===== src/hdl/srr_pkg.sv =====
// Shared definitions for the selective-repeat receiver: field widths,
// result kind codes, default window sizes and the sequencer state type.
// No dependencies; every other file of the block imports this package.
`default_nettype none

package srr_pkg;

    localparam int SEQ_W            = 16;
    localparam int PAY_W            = 64;
    localparam int DEF_WINDOW_SIZE  = 4;
    localparam int DEF_BUFFER_DEPTH = 8;

    // Result kind codes.
    localparam logic KIND_ACK     = 1'b0;
    localparam logic KIND_DELIVER = 1'b1;

    typedef enum logic [1:0] {
        ST_IDLE,
        ST_READ,
        ST_EMIT
    } t_state;

endpackage

`default_nettype wire


===== src/hdl/srr_slot_ram.sv =====
// Payload buffer: one write port, one read port, registered read data.
// Depends on srr_pkg for the payload width and the default depth.
`default_nettype none

module srr_slot_ram
    import srr_pkg::*;
#(
    parameter  int DEPTH = DEF_BUFFER_DEPTH,
    localparam int AW    = $clog2(DEPTH)
) (
    input  wire logic             i_clk,
    input  wire logic             i_we,
    input  wire logic [AW-1:0]    i_waddr,
    input  wire logic [PAY_W-1:0] i_wdata,
    input  wire logic             i_re,
    input  wire logic [AW-1:0]    i_raddr,
    output logic      [PAY_W-1:0] o_rdata
);

    logic [PAY_W-1:0] r_mem [DEPTH];

    always_ff @(posedge i_clk) begin
        if (i_we) begin
            r_mem[i_waddr] <= i_wdata;
        end
    end

    // Read data holds when no read is issued.
    always_ff @(posedge i_clk) begin
        if (i_re) begin
            o_rdata <= r_mem[i_raddr];
        end
    end

endmodule

`default_nettype wire


===== config.mk =====
export PLATFORM = sky130hd
export DESIGN_NAME = srr_slot_ram
export DESIGN_NICKNAME = d
export VERILOG_FILES = /design/src/hdl/srr_pkg.sv /design/src/hdl/srr_slot_ram.sv
export SDC_FILE = /design/constraint.sdc
export NUM_CORES = 1
export LEC_CHECK = 0
export BUFFER_PORTS_ARGS = -buffer_cell sky130_fd_sc_hd__clkbuf_2
export CORE_MARGIN = 8
export CORE_UTILIZATION = 55
export DETAILED_ROUTE_END_ITERATION = 10
export GPL_TIMING_DRIVEN = 0
export PLACE_DENSITY = 0.74
export SETUP_SLACK_MARGIN = 0.4
export SYNTH_ARGS = -nofsm -noshare
export SYNTH_HDL_FRONTEND = slang
export SYNTH_SLANG_ARGS = --single-unit

===== constraint.sdc =====
create_clock -name i_clk -period 6.7 [get_ports i_clk]
set_input_delay 0.335 -clock i_clk [delete_from_list [all_inputs] [get_ports i_clk]]
set_output_delay 0.335 -clock i_clk [all_outputs]
set_load 0.005 [all_outputs]

==> flow_summary.ini, run 1 <==
[run_status]
status = finished, final reports clean

[critical_path]
cp_num_buf_inv = 2
crit_type = input pin to register
crit_chain = buf_1 -> clkbuf_1 -> mux2_2
critPathMaxFanout = 10
cpPeakStageDelay_ns = 0.70
cp_slowest_cell = clkbuf_1
critPathArrivalTime_ns = 2.10
crit_path_start_kind = input pin
regToRegEndpoint = o_rdata[12]$_DFFE_PP_
critPathCaptureType = register
rr_startpoint = r_mem[5][12]$_DFFE_PP_
regToRegSetupSlack_ns = 5.22
r2r_cells = 2
crit_family = buffers and inverters
critPathRequiredTime_ns = 7.01

[clocking]
cts_sinks = 576
clkTransAtPathRegs_ns = 0.07
postCtsHoldBufs = 0
cts_tree = done
cts.path.max_buffers = 3
cts-resized-gates = 0
cts_buffers = 54
insertion_delay_ns = 0.57
cts_htree_levels = 2
cts_root_buf = clkbuf_16
post-cts-setup-buffer-count = 0

[placed_design]
dp_cells = 1498
dpl_cell_area_sq_um = 23080
portBuffers = 133
preCtsSetupSlack_ns = 4.274
gp_congestion = 0.6813
dp_hpwl_mm = 24.89

[logic_synthesis]
synthMuxAreaShare_pct = 17.01
synth_compound_area_share_pct = 0
synth_common_cells = 576 x edfxtp_1, 128 x mux4_2, 64 x mux2_2
synth_most_common_cell = edfxtp_1
synth_nets = 889
yosysTopAreaCell = edfxtp_1
syn_inst = 816
synth_edf_count = 576
ys_warn_count = 0
yosysSeqAreaShare_pct = 81.63
synthDistinctLibCells = 12
synth_fa_ha_area_share_pct = 0
syn_avg_cell_area_sq_um = 25.97
synth_seq_cells = 576
synth_area_leaders = edfxtp_1 82%, mux4_2 14%, mux2_2 3.4%
synth_top_family_by_area = multiplexers
synth_flop_cell = edfxtp_1
synth_area_sq_um = 21190
synthSimpleGateAreaFrac_pct = 0.2775
async_flop_share_pct = 0
yosysTopAreaCellShare_pct = 81.63
synth_xor_area_share_pct = 0

[layout]
fin_area_sq_um = 24870
instances_no_fill = 1599
finalNetCount = 1109
areaGrowthSynthToFinish_pct = 17.38
fillCellCount = 2460
drive_gt1_share_pct = 42.87

[pwr]
p_leak_nw = 8.159
p_int_mw = 6.115
pwr-share-seq_pct = 54.5
p_sw_mw = 1.500
vdd_drop_max_mv = 0.2172
combPwrFrac_pct = 5.3
power.share.clock_pct = 40.2
cellPowerDensity_nw_per_um2 = 306.2
swShare_pct = 19.70

[sta]
fin_ws_ns = 4.915
drv_slew = 0
slew_headroom_pct = 44.07
setup_viol = 0
hold_viol = 0
hold_ws_ns = 0.03247
tightest_slew_ns = 0.8390
skew_ns = 0.01210
fmax_mhz = 560.2
timing.final.crit_share_pct = 26.64
period_needed_ns = 1.785
rsz0062_at_grt = false
final.setup.tns_ns = 0

[routing]
ant_nets = 0
vias = 9250
drtPass1Iterations = 5
vias_per_cell = 5.785
drc = 0
drtIter0Drc = 778
wl_mm = 40.68
wl_per_cell_um = 25.44

[worst_hold_path]
hold_end = r_mem[2][9]$_DFFE_PP_
hold_class = input pin to register
holdCritStartpoint = i_wdata[9]
holdPathStages = 1

[global_route]
antenna_found_initial = 4
track_usage_pct = 18.36
grt_max_degree = 48
grt-ovfl-total = 0
grt_pass1_vias = 9857
grt_pass1_wl_mm = 61.18

[flow_run]
maxCapViolations = 0

[floorplan]
fp-row-count = 72
coreArea_sq_um = 38380
start_util_pct = 55.21
dieHeight_um = 212.3
die_area_sq_um = 45060
dieWidth_um = 212.3
ios = 137
-- flip-flops by register name, summed over array words and instances, names as in the netlist --
name / count
r_mem: 512
o_rdata: 64
-- through the flow --
step / utilization [%] / power [mW]
global route: 64.81 / 7.845
global placement: 58.63 / 4.608
detailed placement: 60.13 / 4.633
floorplan: - / 4.440
CTS: 64.80 / 7.673
finish: 64.81 / 7.615
-- final cells by class --
type	count	area [sq um]	share of cell area, %
flip-flops and latches	576	17300	69.55
multi-input cells	205	3717	14.95
clock buffers	62	1403	5.640
repair buffers	164	1186	4.769
well taps	518	648.1	2.606
clock inverters	38	387.9	1.560
plain buffers	35	229.0	0.9207
diodes	1	2.502	0.01006
-- placed cells by master, fill, tap and decap left out, types with 2 or more instances in the layout --
cell	instances
edfxtp_1	576
clkbuf_2	132
mux4_2	128
mux2_2	64
clkbuf_16	55
buf_6	23
clkbuf_1	16
clkinv_2	15
clkinv_1	11
buf_1	9
bufinv_16	8
buf_12	8
buf_4	7
buf_16	7
nor2_4	6
buf_2	3
nand2b_1	3
clkinvlp_4	3
nand2_1	2
nor3_2	2
-- worst max-delay path by stage --
stage | slack, ns | cells after the start | startpoint | to
after floorplan | 1.27 | 2 | i_waddr[2] | r_mem[0][0]$_DFFE_PP_
after global routing | 4.81 | 7 | i_we | r_mem[4][55]$_DFFE_PP_
after CTS | 4.90 | 7 | i_we | r_mem[4][55]$_DFFE_PP_
after detailed placement | 4.27 | 7 | i_we | r_mem[4][53]$_DFFE_PP_
final | 4.91 | 3 | i_raddr[1] | o_rdata[60]$_DFFE_PP_
after global placement | -3.07 | 3 | i_waddr[2] | r_mem[0][47]$_DFFE_PP_
-- routing by layer --
layer / wire length [um] / track usage [%]
met1: 17890 / 26.63
met2: 19490 / 28.35
met3: 2307 / 3.670
met4: 947 / 5.640
met5: 41 / 0
-- power groups by stage --
stage          combinational (mW)  sequential, mW  clock (mW)
3_3_place_gp                0.374            4.23           0
3_5_place_dp                0.406            4.23           0
2_1_floorplan               0.213            4.23           0
5_1_grt                     0.431            4.16        3.25
6_report                    0.401            4.15        3.06
4_1_cts                     0.409            4.15        3.11
-- kinds of logic after synthesis --
group / count (synthesis)
buf+inv: 35
flops: 576
mux: 192
simple gates: 13
Power figures use the tool's default switching activity.
==> run 2, diff against run 1 <==
--- a/config.mk
+++ b/config.mk
@@ -7,10 +7,10 @@
 export LEC_CHECK = 0
 export BUFFER_PORTS_ARGS = -buffer_cell sky130_fd_sc_hd__clkbuf_2
 export CORE_MARGIN = 8
-export CORE_UTILIZATION = 55
+export CORE_UTILIZATION = 54
 export DETAILED_ROUTE_END_ITERATION = 10
 export GPL_TIMING_DRIVEN = 0
-export PLACE_DENSITY = 0.74
+export PLACE_DENSITY = 0.76
 export SETUP_SLACK_MARGIN = 0.4
 export SYNTH_ARGS = -nofsm -noshare
 export SYNTH_HDL_FRONTEND = slang
==> constraint.sdc (replaced) <==
create_clock -name i_clk -period 1.6 [get_ports i_clk]
set_input_delay 0.08 -clock i_clk [delete_from_list [all_inputs] [get_ports i_clk]]
set_output_delay 0.08 -clock i_clk [all_outputs]
set_load 0.005 [all_outputs]
==> run 2 against run 1 <==
Routed wire length grew 3.2%. Register-to-register slack lost 5.1 ns. Core utilization grew 2.1 points. Non-clock buffer count grew 69. Critical endpoint is now o_rdata[7]$_DFFE_PP_.
==> flow_summary.ini, run 2 (same netlist as run 1, synthesis figures left out) <==
[floorplan]
ios = 137
start_util_pct = 54.70
fp-row-count = 72
coreArea_sq_um = 38740
dieHeight_um = 214.1
dieWidth_um = 214.1
die_area_sq_um = 45830

[clocking]
cts_tree = done
insertion_delay_ns = 0.59
cts_buffers = 55
cts.path.max_buffers = 3
cts_htree_levels = 2
clkTransAtPathRegs_ns = 0.06
cts_sinks = 576
cts_root_buf = clkbuf_16

[placed_design]
portBuffers = 133
gp_congestion = 0.6727
dp_hpwl_mm = 25.07
dpl_cell_area_sq_um = 23370
dp_cells = 1492

[sta]
skew_ns = 0.008336
hold_viol = 0
fmax_mhz = 698.4
drv_slew = 0
hold_ws_ns = 0.08932
timing.final.crit_share_pct = 89.49
slew_headroom_pct = 37.18
setup_viol = 0
period_needed_ns = 1.432
tightest_slew_ns = 0.9413
rsz0062_at_grt = true

[layout]
instances_no_fill = 1659
largestRegisters = r_mem (512), o_rdata (64)
top_register = r_mem
multi_input_area_sq_um = 3941
layout_common_cells = 576 x edfxtp_1, 140 x clkbuf_2, 128 x mux4_2
drive_gt1_share_pct = 41.40
areaGrowthSynthToFinish_pct = 22.25
layout_commonest_cell = edfxtp_1
fin_area_sq_um = 25900
regArea_sq_um = 17300
fillCellCount = 2461
largest_reg_flops = 512
finalNetCount = 1180

[routing]
drtIter0Drc = 716
vias_per_cell = 5.694
ant_nets = 0
wl_per_cell_um = 25.31
vias = 9446
drtPass1Iterations = 5
drc = 0
wl_mm = 41.99

[pwr]
p_int_mw = 25.03
combPwrFrac_pct = 6.4
cellPowerDensity_nw_per_um2 = 1206
p_leak_nw = 8.704
p_sw_mw = 6.194
total_power_mw = 31.23
power.share.clock_pct = 38.0
swShare_pct = 19.83
vdd_drop_max_mv = 0.8385
pwr-share-seq_pct = 55.7

[run_status]
status = finished, final reports clean

[critical_path]
cpPeakStageDelay_ns = 0.50
crit_type = register to register
regToRegEndpoint = o_rdata[7]$_DFFE_PP_
regToRegSetupSlack_ns = 0.17
critPathMaxFanout = 1
cp_slowest_cell = mux4_2
critPathCaptureType = register
crit_start = r_mem[5][7]$_DFFE_PP_
rr_startpoint = r_mem[5][7]$_DFFE_PP_
critPathArrivalTime_ns = 1.76
endpoint = o_rdata[7]$_DFFE_PP_
crit_path_start_kind = register
critPathRequiredTime_ns = 1.93
r2r_cells = 2
crit_chain = mux4_2 -> mux2_4

[global_route]
track_usage_pct = 18.52
grt_max_degree = 38
grt_pass1_wl_mm = 64.11
grt-ovfl-total = 0
antenna_found_initial = 2
grt_pass1_vias = 10380

[worst_hold_path]
hold_class = input pin to register
holdPathStages = 4

[flow_run]
maxCapViolations = 0
run 2: what timing repair did:
action | 4_1_cts | 5_1_grt
buffers inserted | 5 | 5
gates cloned | 1 | 0
hold endpoints to repair | 513 | 0
pin swaps | 2 | 3
hold buffers | 65 | 0
setup endpoints to repair | 145 | 167
gates resized for setup | 42 | 5
run 2: stage by stage:
stage | setup WS [ns] | setup TNS (ns) | utilization [%]
floorplan | -0.6640 | -82.34 | -
global placement | -2.333 | -807.99 | 58.81
detailed placement | -0.6402 | -79.20 | 60.33
CTS | 0.1690 | 0 | 66.69
global route | 0.1384 | 0 | 66.87
finish | 0.1681 | 0 | 66.87
run 2: final cells by class:
type                       count  share of cell area (%)
antenna                        1                0.009661
buffer                        35                   1.536
clock buffer                  72                   5.724
clock inverter                18                  0.4975
multi-input combinational    206                   15.22
sequential                   576                   66.78
tap                          518                   2.502
timing repair buffer         233                   7.738
run 2: routing by layer:
layer / GRT usage (%) / vias up / routed length (um)
met1: 25.04 / 5016 / 18040
met2: 30.37 / 279 / 20730
li1: - / 4092 / -
met3: 4.443 / 57 / 2472
met4: 4.593 / 2 / 734
met5: 0 / - / 12
run 2: power groups by stage:
stage | combinational, mW | clock, mW | sequential (mW)
2_1_floorplan | 0.964 | 0 | 17.7
3_3_place_gp | 1.64 | 0 | 17.7
3_5_place_dp | 1.77 | 0 | 17.7
4_1_cts | 2.01 | 12.1 | 17.4
5_1_grt | 2.13 | 12.6 | 17.4
6_report | 1.99 | 11.9 | 17.4
run 2: worst min-delay path by stage:
stage	slack, ns	endpoint	startpoint
final	0.09	r_mem[4][12]$_DFFE_PP_	i_waddr[2]
after global placement	0.35	r_mem[4][25]$_DFFE_PP_	i_wdata[25]
after CTS	0.04	r_mem[6][20]$_DFFE_PP_	i_waddr[2]
after floorplan	0.18	r_mem[0][0]$_DFFE_PP_	i_wdata[0]
after global routing	0.07	r_mem[4][12]$_DFFE_PP_	i_waddr[2]
after detailed placement	0.36	r_mem[2][61]$_DFFE_PP_	i_wdata[61]
run 2: critical path: cells and delay by family, from the launching register on:
| family | cells | cell delay, ns |
|---|---|---|
| DFF | 1 | 0.39 |
| muxes | 2 | 0.80 |
